==> src/rtl/rvsc_pkg.sv <==
// ----------------------------------------------------------------------------
// rvsc_pkg
// Shared constants, opcode/func codes and inter-module structs for the
// RV64 subset core.
// ----------------------------------------------------------------------------
package rvsc_pkg;

    localparam int XLEN       = 64;
    localparam int ILEN       = 32;
    localparam int NREGS      = 32;
    localparam int RIDX_W     = $clog2(NREGS);

    // Data memory depth in doublewords; a power of two, so the word index is
    // a plain slice of the byte address.
    localparam int DMEM_WORDS = 512;
    localparam int DMEM_AW    = $clog2(DMEM_WORDS);

    // Major opcodes
    localparam logic [6:0] OPC_LOAD   = 7'd3;
    localparam logic [6:0] OPC_OPIMM  = 7'd19;
    localparam logic [6:0] OPC_STORE  = 7'd35;
    localparam logic [6:0] OPC_OP     = 7'd51;
    localparam logic [6:0] OPC_BRANCH = 7'd99;

    // ALU func3
    localparam logic [2:0] F3_ADD = 3'd0;
    localparam logic [2:0] F3_SLL = 3'd1;
    localparam logic [2:0] F3_XOR = 3'd4;
    localparam logic [2:0] F3_SRL = 3'd5;
    localparam logic [2:0] F3_OR  = 3'd6;
    localparam logic [2:0] F3_AND = 3'd7;

    // Branch func3
    localparam logic [2:0] F3_BEQ = 3'd0;
    localparam logic [2:0] F3_BNE = 3'd1;
    localparam logic [2:0] F3_BLT = 3'd4;
    localparam logic [2:0] F3_BGE = 3'd5;

    localparam logic [6:0] F7_SUB = 7'd32;

    // Result of the execute stage
    typedef struct packed {
        logic                wen;
        logic [RIDX_W-1:0]   rd;
        logic [XLEN-1:0]     wval;
        logic                is_load;
        logic                sen;
        logic [XLEN-1:0]     saddr;
        logic [XLEN-1:0]     sval;
        logic                taken;
        logic [ILEN-1:0]     npc;
        logic                unsup;
        logic [DMEM_AW-1:0]  midx;
    } t_exec_res;

    // Register file access
    typedef struct packed {
        logic                re;
        logic [RIDX_W-1:0]   ra1;
        logic [RIDX_W-1:0]   ra2;
        logic                we;
        logic [RIDX_W-1:0]   wa;
        logic [XLEN-1:0]     wd;
    } t_rf_req;

    // Data memory access
    typedef struct packed {
        logic                re;
        logic                we;
        logic [DMEM_AW-1:0]  idx;
        logic [XLEN-1:0]     wd;
    } t_dmem_req;

endpackage

==> src/rtl/rvsc_exec.sv <==
// ----------------------------------------------------------------------------
// rvsc_exec
// Decode and execute: ALU, effective address, branch compare, next pc.
// Load data is merged in the following stage.
// ----------------------------------------------------------------------------
module rvsc_exec (
    input  logic [rvsc_pkg::ILEN-1:0]  i_instr,
    input  logic [rvsc_pkg::ILEN-1:0]  i_pc,
    input  logic [rvsc_pkg::XLEN-1:0]  i_rs1_val,
    input  logic [rvsc_pkg::XLEN-1:0]  i_rs2_val,
    output rvsc_pkg::t_exec_res        o_res
);

    logic [6:0]                 opc;
    logic [2:0]                 f3;
    logic [6:0]                 f7;
    logic [4:0]                 rd;
    logic [rvsc_pkg::XLEN-1:0]  imm_i;
    logic [rvsc_pkg::XLEN-1:0]  imm_s;
    logic [rvsc_pkg::XLEN-1:0]  imm_b;
    logic [rvsc_pkg::XLEN-1:0]  opnd_b;
    logic [5:0]                 shamt;
    logic [rvsc_pkg::XLEN-1:0]  addr;
    logic                       is_sub;

    assign opc    = i_instr[6:0];
    assign rd     = i_instr[11:7];
    assign f3     = i_instr[14:12];
    assign f7     = i_instr[31:25];
    assign imm_i  = {{52{i_instr[31]}}, i_instr[31:20]};
    assign imm_s  = {{52{i_instr[31]}}, i_instr[31:25], i_instr[11:7]};
    assign imm_b  = {{51{i_instr[31]}}, i_instr[31], i_instr[7], i_instr[30:25],
                     i_instr[11:8], 1'b0};
    assign opnd_b = (opc == rvsc_pkg::OPC_OPIMM) ? imm_i : i_rs2_val;
    assign shamt  = opnd_b[5:0];
    assign is_sub = (opc == rvsc_pkg::OPC_OP) && (f7 == rvsc_pkg::F7_SUB);
    assign addr   = i_rs1_val + ((opc == rvsc_pkg::OPC_STORE) ? imm_s : imm_i);

    always_comb begin
        o_res      = '0;
        o_res.npc  = i_pc + 32'd4;
        o_res.midx = addr[3 +: rvsc_pkg::DMEM_AW];
        case (opc)
            rvsc_pkg::OPC_LOAD: begin
                o_res.wen     = 1'b1;
                o_res.is_load = 1'b1;
            end
            rvsc_pkg::OPC_OPIMM, rvsc_pkg::OPC_OP: begin
                o_res.wen = 1'b1;
                case (f3)
                    rvsc_pkg::F3_ADD: o_res.wval = is_sub ? i_rs1_val - opnd_b
                                                          : i_rs1_val + opnd_b;
                    rvsc_pkg::F3_SLL: o_res.wval = i_rs1_val << shamt;
                    rvsc_pkg::F3_XOR: o_res.wval = i_rs1_val ^ opnd_b;
                    rvsc_pkg::F3_SRL: o_res.wval = i_rs1_val >> shamt;
                    rvsc_pkg::F3_OR:  o_res.wval = i_rs1_val | opnd_b;
                    rvsc_pkg::F3_AND: o_res.wval = i_rs1_val & opnd_b;
                    default: begin
                        o_res.wen   = 1'b0;
                        o_res.unsup = 1'b1;
                    end
                endcase
            end
            rvsc_pkg::OPC_STORE: begin
                o_res.sen   = 1'b1;
                o_res.saddr = addr;
                o_res.sval  = i_rs2_val;
            end
            rvsc_pkg::OPC_BRANCH: begin
                case (f3)
                    rvsc_pkg::F3_BEQ: o_res.taken = (i_rs1_val == i_rs2_val);
                    rvsc_pkg::F3_BNE: o_res.taken = (i_rs1_val != i_rs2_val);
                    rvsc_pkg::F3_BLT: o_res.taken = ($signed(i_rs1_val) <
                                                     $signed(i_rs2_val));
                    rvsc_pkg::F3_BGE: o_res.taken = ($signed(i_rs1_val) >=
                                                     $signed(i_rs2_val));
                    default:          o_res.unsup = 1'b1;
                endcase
                if (o_res.taken) begin
                    o_res.npc = i_pc + imm_b[31:0];
                end
            end
            default: o_res.unsup = 1'b1;
        endcase
        // x0 destination: no write reported
        if (rd == 5'd0) begin
            o_res.wen  = 1'b0;
            o_res.wval = '0;
        end
        o_res.rd = o_res.wen ? rd : 5'd0;
    end

endmodule

==> config.mk <==
export PLATFORM = sky130hd
export DESIGN_NAME = rvsc_exec
export DESIGN_NICKNAME = d
export VERILOG_FILES = /design/src/rtl/rvsc_pkg.sv /design/src/rtl/rvsc_exec.sv
export SDC_FILE = /design/constraint.sdc
export NUM_CORES = 2
export LEC_CHECK = 0
export BUFFER_PORTS_ARGS = -buffer_cell sky130_fd_sc_hd__buf_2
export CAP_MARGIN = 30
export CORE_UTILIZATION = 35
export DETAILED_ROUTE_END_ITERATION = 10
export PLACE_DENSITY = 0.64
export SKIP_LAST_GASP = 1
export SLEW_MARGIN = 20
export SYNTH_ARGS = -nofsm -noshare
export SYNTH_HDL_FRONTEND = slang
export SYNTH_SLANG_ARGS = --single-unit
export TNS_END_PERCENT = 50
==> constraint.sdc <==
create_clock -name vclk -period 9.16
set_clock_uncertainty 0.1 [all_clocks]
set_input_delay 0.916 -clock vclk [all_inputs]
set_output_delay 0.916 -clock vclk [all_outputs]
set_load 0.01 [all_outputs]
==> results.toml <==
[timing]
slew_headroom = 0.290
rsz0062_at_grt = "no"
hold_viol = 0
min_period_ps = 8660
slew_viol_final = 0
tightest_slew_ps = 1030
fin_crit_sh = 0.946
fmax_ghz = 0.115
setup_viol = 0
setup_tns_ps = 0

[detailed_routing]
vias = 33300
antenna_left = 0
firstDrtPassIters = 6
drc = 0
wl_per_cell_um = 26.8
viasPerCell = 6.29
dr.first_iter.drc_count = 3517
wl_um = 142000

[synthesis]
yosys-top-cells-area = "ha_1, mux2i_1, a21oi_1"
synthTopCellsByCount = "nand2_1, a21oi_1, nor2_1"
synthCells = 4019
yosys.area.top_type_share = 0.164
syn_area_sq_um = 26900
yosysSeqAreaShare = 0
synth_largest_area_cell = "ha_1"
avgSynthCellArea_sq_um = 6.69
syn_nets = 4566
synth.most_common_cell = "nand2_1"
synth_warnings = 0
yosys.cell_types.count = 95

[place]
dp_hpwl_um = 115000
gp_congestion = 1.09
place_area_sq_um = 29600
portBuffers = 428

[job]
drv_cap = 0

[layout]
seq_cell_count = 0
fin_area_sq_um = 29700
drive_above_1_share = 0.143
regArea_sq_um = 0
post-route-util = 0.391
clockBufferCount = 0
syn_to_final_growth_pct = 10.4
final_nets = 4802
fill_cells = 8368

[min_path]
hold_path.class = "in -> out"

[floorplan]
die_h_um = 279
die_area_sq_um = 77900
pin_count = 435
die_w_um = 279
num_rows = 101
core_area_sq_um = 75900
start_util = 0.354

[critical_path]
critPathRequiredTime_ps = 8140
crit_fanout = 27
cp-end-kind = "primary output"
worst-setup-path-type = "in -> out"
arrival_ps = 7650
startpoint_type = "input pin"

[global_route]
grt_max_degree = 73
use_met2 = 0.554
antenna_found_initial = 8
gr-usage-met3 = 0.0500
grtUsageMet1 = 0.431
grt.total_usage = 0.345
grt_pass1_wl_um = 204000
gr-total-overflow = 0
first_global_vias = 30800
grt_busiest_layer = "met2"

[clock_network]
ctsResizeCount = 0
post-cts-setup-buffers = 0
postCtsHoldBufs = 0

[run_status]
status = "complete, no violations"
-- cells in the final DEF, fill, tap and decap left out, types with 31 or more instances in the layout --
cell type,count
a211oi_1,40
a21o_1,148
a21oi_1,400
a22o_1,42
a22oi_1,50
a31oi_1,78
and3_1,31
buf_2,426
buf_4,74
ha_1,352
inv_1,271
mux2i_1,338
nand2_1,416
nand3_1,77
nand4_1,58
nor2_1,389
nor3_1,65
o211ai_1,34
o21ai_0,230
o21bai_1,35
o22ai_1,37
xnor2_1,165
xor2_1,59
-- logic make-up (layout without fill, tap and decap cells) --
family	after synthesis	after routing	synth area share
adders and majority gates	355	355	0.166
AOI/OAI and AO/OA	1297	1297	0.310
buffers and inverters	546	780	0.0862
xor gates and xnor gates	224	224	0.0730
and+or+nand+nor	1199	1199	0.201
muxes	398	398	0.163
other	0	2	0
-- worst paths after layout --
path	startpoint	end	slack [ps]	cells after the start
setup / recovery	i_instr[2]	o_res[229]	500	25
hold / removal	i_pc[0]	o_res[10]	1730	0
-- through the flow --
| stage | instances | hold slack (ps) | setup WS [ps] |
|---|---|---|---|
| floorplan | 4019 | 1790 | 1580 |
| global placement | 5280 | 1730 | 760 |
| detailed placement | 5281 | 1730 | 727 |
| CTS | 5281 | 1730 | 687 |
| global route | 5283 | 1730 | 54.8 |
| finish | 5285 | 1730 | 495 |
-- layout make-up --
cell class                      count  area, sq um  share of cell area
Multi-Input combinational cell   3473        24600               0.830
Timing Repair Buffer              503         2710              0.0912
Tap cell                         1030         1290              0.0434
Inverter                          277         1040              0.0352
Antenna cell                        2         5.00            0.000169
-- critical path: stages --
cell,delay (ps)
buf_2,90
nand4bb_1,300
or3_4,640
mux2i_4,240
ha_1,260
nand4_2,220
buf_4,230
nor2_1,240
nand2_1,110
nor4_1,290
o21ai_0,140
and2_1,200
ha_1,440
inv_1,140
nor4_1,480
nand3_1,130
a21oi_1,250
o21bai_1,190
a211oi_1,550
o21ai_0,360
o21bai_1,260
xor2_1,140
a221oi_1,520
nor2_1,110
buf_2,180
-- metal layers --
metal  wire [um]  up-vias
met5          52        -
met3       12400      463
met2       62100     1982
met1       56000    15600
li1            -    15200
met4       11000       10
