### src/rtl/rvsc_pkg.sv
// ----------------------------------------------------------------------------
// rvsc_pkg
// Shared constants, opcode/func codes and inter-module structs for the
// RV64 subset core.
// ----------------------------------------------------------------------------
package rvsc_pkg;

    localparam int XLEN       = 64;
    localparam int ILEN       = 32;
    localparam int NREGS      = 32;
    localparam int RIDX_W     = $clog2(NREGS);

    // Data memory depth in doublewords; a power of two, so the word index is
    // a plain slice of the byte address.
    localparam int DMEM_WORDS = 512;
    localparam int DMEM_AW    = $clog2(DMEM_WORDS);

    // Major opcodes
    localparam logic [6:0] OPC_LOAD   = 7'd3;
    localparam logic [6:0] OPC_OPIMM  = 7'd19;
    localparam logic [6:0] OPC_STORE  = 7'd35;
    localparam logic [6:0] OPC_OP     = 7'd51;
    localparam logic [6:0] OPC_BRANCH = 7'd99;

    // ALU func3
    localparam logic [2:0] F3_ADD = 3'd0;
    localparam logic [2:0] F3_SLL = 3'd1;
    localparam logic [2:0] F3_XOR = 3'd4;
    localparam logic [2:0] F3_SRL = 3'd5;
    localparam logic [2:0] F3_OR  = 3'd6;
    localparam logic [2:0] F3_AND = 3'd7;

    // Branch func3
    localparam logic [2:0] F3_BEQ = 3'd0;
    localparam logic [2:0] F3_BNE = 3'd1;
    localparam logic [2:0] F3_BLT = 3'd4;
    localparam logic [2:0] F3_BGE = 3'd5;

    localparam logic [6:0] F7_SUB = 7'd32;

    // Result of the execute stage
    typedef struct packed {
        logic                wen;
        logic [RIDX_W-1:0]   rd;
        logic [XLEN-1:0]     wval;
        logic                is_load;
        logic                sen;
        logic [XLEN-1:0]     saddr;
        logic [XLEN-1:0]     sval;
        logic                taken;
        logic [ILEN-1:0]     npc;
        logic                unsup;
        logic [DMEM_AW-1:0]  midx;
    } t_exec_res;

    // Register file access
    typedef struct packed {
        logic                re;
        logic [RIDX_W-1:0]   ra1;
        logic [RIDX_W-1:0]   ra2;
        logic                we;
        logic [RIDX_W-1:0]   wa;
        logic [XLEN-1:0]     wd;
    } t_rf_req;

    // Data memory access
    typedef struct packed {
        logic                re;
        logic                we;
        logic [DMEM_AW-1:0]  idx;
        logic [XLEN-1:0]     wd;
    } t_dmem_req;

endpackage

### src/rtl/rvsc_regfile.sv
// ----------------------------------------------------------------------------
// rvsc_regfile
// 32 x 64 register file, two registered read ports, one write port.
// Per-entry valid bits give the all-zero reset; x0 is never written.
// ----------------------------------------------------------------------------
module rvsc_regfile (
    input  logic                       i_clk,
    input  logic                       i_rst_n,
    input  rvsc_pkg::t_rf_req          i_req,
    output logic [rvsc_pkg::XLEN-1:0]  o_rs1_val,
    output logic [rvsc_pkg::XLEN-1:0]  o_rs2_val
);

    logic [rvsc_pkg::XLEN-1:0]  r_mem [rvsc_pkg::NREGS];
    logic [rvsc_pkg::NREGS-1:0] r_vld;
    logic [rvsc_pkg::XLEN-1:0]  r_q1;
    logic [rvsc_pkg::XLEN-1:0]  r_q2;
    logic                       r_q1_vld;
    logic                       r_q2_vld;

    always_ff @(posedge i_clk) begin
        if (i_req.we) begin
            r_mem[i_req.wa] <= i_req.wd;
        end
        if (i_req.re) begin
            r_q1 <= r_mem[i_req.ra1];
            r_q2 <= r_mem[i_req.ra2];
        end
    end

    always_ff @(posedge i_clk) begin
        if (!i_rst_n) begin
            r_vld    <= '0;
            r_q1_vld <= 1'b0;
            r_q2_vld <= 1'b0;
        end else begin
            if (i_req.we) begin
                r_vld[i_req.wa] <= 1'b1;
            end
            if (i_req.re) begin
                r_q1_vld <= r_vld[i_req.ra1];
                r_q2_vld <= r_vld[i_req.ra2];
            end
        end
    end

    assign o_rs1_val = r_q1_vld ? r_q1 : '0;
    assign o_rs2_val = r_q2_vld ? r_q2 : '0;

endmodule

### config.mk
export PLATFORM = sky130hd
export DESIGN_NAME = rvsc_regfile
export DESIGN_NICKNAME = d
export VERILOG_FILES = /design/src/rtl/rvsc_pkg.sv /design/src/rtl/rvsc_regfile.sv
export SDC_FILE = /design/constraint.sdc
export NUM_CORES = 2
export LEC_CHECK = 0
export BUFFER_PORTS_ARGS = -buffer_cell sky130_fd_sc_hd__buf_2
export CAP_MARGIN = 20
export CORE_MARGIN = 5
export CORE_UTILIZATION = 34
export DETAILED_ROUTE_END_ITERATION = 8
export GPL_ROUTABILITY_DRIVEN = 1
export PLACE_DENSITY = 0.52
export SKIP_LAST_GASP = 1
export SLEW_MARGIN = 20
export SYNTH_ARGS = -nofsm -noshare
export SYNTH_HDL_FRONTEND = slang
export SYNTH_SLANG_ARGS = --single-unit
### constraint.sdc
create_clock -name i_clk -period 5 [get_ports i_clk]
set_input_delay 0 -clock i_clk [delete_from_list [all_inputs] [get_ports i_clk]]
set_output_delay 0 -clock i_clk [all_outputs]
set_load 0.02 [all_outputs]
==> insert_results.sql <==
INSERT INTO impl_metrics (metric_group, metric, value, unit) VALUES
('min_path', 'min-delay-path-class', 'in2reg', ''),
('layout', 'share_of_post_route_cells_with_drive_strength_above_1', '43.0', '%'),
('clocking', 'cts-resized-gates', '0', ''),
('timing', 'final_hold_viol_count', '0', ''),
('detailed_routing', 'drt-total-wl', '317', 'mm'),
('detailed_routing', 'routed-via-count', '51700', ''),
('global_route', 'groute.layer.met3.usage', '2.93', '%'),
('timing', 'maxSlewHeadroom', '21.4', '%'),
('layout', 'final_cell_utilization_of_the_core', '39.4', '%'),
('clocking', 'clk_latency', '0.90', 'ns'),
('yosys', 'synth_area_leader_cell', 'sky130_fd_sc_hd__edfxtp_1', ''),
('timing', 'setup_viol', '0', ''),
('layout', 'area.growth.synth_to_final', '15.2', '%'),
('floorplanning', 'start_util', '34.2', '%'),
('clocking', 'max_clock_buf_depth', '4', ''),
('global_route', 'total_congestion_overflow_after_global_routing', '0', ''),
('yosys', 'asyncSetResetFlopFracSynth', '0', '%'),
('yosys', 'synth_top_area_share', '65.5', '%'),
('floorplanning', 'die_area', '304000', 'um^2'),
('setup_path', 'endpoint_kind', 'primary output', ''),
('global_route', 'grt_pass1_wl', '441', 'mm'),
('clocking', 'cts.sink_count', '2210', ''),
('yosys', 'yosys_warnings', '0', ''),
('timing', 'worst_slack', '1.96', 'ns'),
('floorplanning', 'die_width', '552', 'um'),
('detailed_routing', 'final_antenna_net_count', '0', ''),
('global_route', 'first_global_vias', '53900', ''),
('detailed_routing', 'drcViolationCount', '0', ''),
('yosys', 'yosysSeqAreaShare', '66.2', '%'),
('global_route', 'grt_util_met2', '34.8', '%'),
('timing', 'worst_pin_slew', '1.18', 'ns'),
('clocking', 'post-cts-setup-buffer-count', '0', ''),
('timing', 'rsz0062_at_grt', 'false', ''),
('placement', 'gp_congestion', '0.741', ''),
('placement', 'io_buffers', '210', ''),
('run_status', 'result_of_the_run', 'completed', ''),
('yosys', 'synthesized_instance_count', '4322', ''),
('setup_path', 'startpoint_type', 'register', ''),
('floorplanning', 'core_area', '292000', 'um^2'),
('yosys', 'mappedNetlistNets', '4405', ''),
('timing', 'timing.fmax', '329', 'MHz'),
('detailed_routing', 'vias_per_cell', '5.90', ''),
('setup_path', 'worstPathRequired', '5.00', 'ns'),
('clocking', 'cts-hold-fix-buffers', '79', ''),
('global_route', 'initial_antenna_violation_count', '28', ''),
('timing', 'timing.final.crit_period', '3.04', 'ns'),
('floorplanning', 'die_h', '552', 'um'),
('timing', 'share_of_the_clock_period_used_by_the_worst_path', '60.8', '%'),
('layout', 'nNetsFinal', '4759', ''),
('yosys', 'yosys-top-cells-area', 'sky130_fd_sc_hd__edfxtp_1, sky130_fd_sc_hd__mux4_2, sky130_fd_sc_hd__mux2_2, sky130_fd_sc_hd__mux2i_1, sky130_fd_sc_hd__and2_1', ''),
('detailed_routing', 'detailedRoute.firstIterationViolations', '5245', ''),
('placement', 'post-place-ws', '2.11', 'ns'),
('yosys', 'netlist_cell_types', '36', ''),
('yosys', 'post_synth_instance_area', '99700', 'um^2'),
('clocking', 'cts_made_buffers', '236', ''),
('power', 'final_total_power', '41000', 'uW'),
('floorplanning', 'io-pin-count', '211', ''),
('clocking', 'clock_pin_slew_reported_for_the_worst_setup_and_hold_paths_after_clock_tree_synthesis', '0.07', 'ns'),
('setup_path', 'timing_worst_setup_path_type', 'reg2out', ''),
('yosys', 'ys_ff_latch', '2210', ''),
('flow_run', 'max-cap-violations', '0', ''),
('timing', 'final-max-slew-violation-count', '0', ''),
('power', 'power.ir.vdd_worst', '272', 'uV'),
('setup_path', 'r2r_setup_slack', '2.55', 'ns'),
('floorplanning', 'core.rowCount', '198', ''),
('timing', 'worst_skew', '0.0549', 'ns'),
('clocking', 'clock_tree_from_tritoncts', 'done', ''),
('detailed_routing', 'detailedRoute.firstPassIterationCount', '5', ''),
('clocking', 'root_buffer', 'sky130_fd_sc_hd__clkbuf_16', ''),
('global_route', 'grt_use_total', '20.7', '%'),
('global_route', 'top_usage_layer', 'met2', '');
critical path, stage by stage (launching register included):
cell	delay, ns
sky130_fd_sc_hd__dfxtp_4	1.03
sky130_fd_sc_hd__buf_4	0.52
sky130_fd_sc_hd__and2_1	0.31
sky130_fd_sc_hd__buf_2	0.20
cell families after synthesis:
group / Yosys count / share of synthesized area, %
buffers and inverters: 336 / 1.50
flip-flops: 2210 / 66.2
AO/OA/AOI/OAI: 126 / 0.961
multiplexers: 1453 / 30.2
AND/OR/NAND/NOR: 197 / 1.14
report_power, final:
part | leakage (uW) | switching (uW) | internal (uW) | total, uW
Sequential | 0.0200 | 183 | 20700 | 20900
Combinational | 0.0122 | 1720 | 1500 | 3220
Clock | 0.00355 | 7260 | 9650 | 16900
Total | 0.0358 | 9170 | 31900 | 41000
flip-flops by register name (all words and copies together), names as in the netlist:
name and cells:
r_q2_vld 1, r_q2 64, r_vld 32, r_q1 64, r_mem 2048, r_q1_vld 1
stage by stage:
step	std cells	instance area (um^2)	hold WS (ns)
floorplan	4322	99700	0.0989
global placement	8254	107000	0.461
detailed placement	8259	107000	0.472
CTS	8761	115000	0.00460
global route	8763	115000	0.0459
finish	8768	115000	0.0514
cell type report:
class | instances | area, um^2
Multi-Input combinational cell | 1776 | 32500
Clock buffer | 307 | 6270
Fill cell | 25700 | 177000
Inverter | 2 | 7.51
Timing Repair Buffer | 450 | 4140
Tap cell | 3900 | 4880
Sequential cell | 2210 | 66000
Clock inverter | 116 | 1020
Antenna cell | 7 | 17.5
worst paths after layout:
path                              startpoint  cells past startpoint       endpoint
worst max register to register  r_mem[16][9]                      4        r_q2[9]
worst min-delay path               i_req[64]                      3  r_mem[24][30]
worst max-delay path                r_q1_vld                      3  o_rs1_val[36]
worst min register to register     r_vld[11]                      1      r_vld[11]
per-layer routing:
| layer | vias up | wire length [um] |
|---|---|---|
| met2 | 2067 | 158000 |
| met4 | 4 | 8750 |
| li1 | 20000 | - |
| met1 | 29100 | 131000 |
| met3 | 454 | 19500 |
| met5 | - | 27 |
synth_stat cells (all sizes together) (2+ instances only):
| master | instances |
|---|---|
| a21o | 18 |
| a221o | 23 |
| a22oi | 2 |
| and2 | 132 |
| buf | 155 |
| clkbuf | 179 |
| dfxtp | 34 |
| edfxtp | 2176 |
| mux2 | 133 |
| mux2i | 90 |
| mux4 | 1230 |
| nand2 | 6 |
| nand2b | 3 |
| nand3 | 2 |
| nand3b | 5 |
| nor2 | 37 |
| nor2b | 6 |
| o21a | 33 |
| o22ai | 42 |
| or3b | 3 |
cell usage in the layout (no fill, tap or decap), types with 5 or more instances in the layout:
cell and instances:
sky130_fd_sc_hd__o22ai_1 42, sky130_fd_sc_hd__dfxtp_1 32, sky130_fd_sc_hd__clkbuf_1 65, sky130_fd_sc_hd__mux4_2 1230, sky130_fd_sc_hd__mux2i_1 90, sky130_fd_sc_hd__clkinvlp_4 9
sky130_fd_sc_hd__clkbuf_16 239, sky130_fd_sc_hd__a221o_1 23, sky130_fd_sc_hd__diode_2 7, sky130_fd_sc_hd__buf_12 77, sky130_fd_sc_hd__clkinv_2 37, sky130_fd_sc_hd__a21o_1 18
sky130_fd_sc_hd__buf_8 9, sky130_fd_sc_hd__dlygate4sd3_1 79, sky130_fd_sc_hd__nand3b_1 5, sky130_fd_sc_hd__o21a_1 33, sky130_fd_sc_hd__mux2_2 133, sky130_fd_sc_hd__nor2_4 33
sky130_fd_sc_hd__bufinv_16 17, sky130_fd_sc_hd__clkinv_1 45, sky130_fd_sc_hd__and2_1 132, sky130_fd_sc_hd__nand2_1 6, sky130_fd_sc_hd__buf_4 83, sky130_fd_sc_hd__edfxtp_1 2176
sky130_fd_sc_hd__buf_2 199
Note: power is estimated with default switching activity, not from simulation.
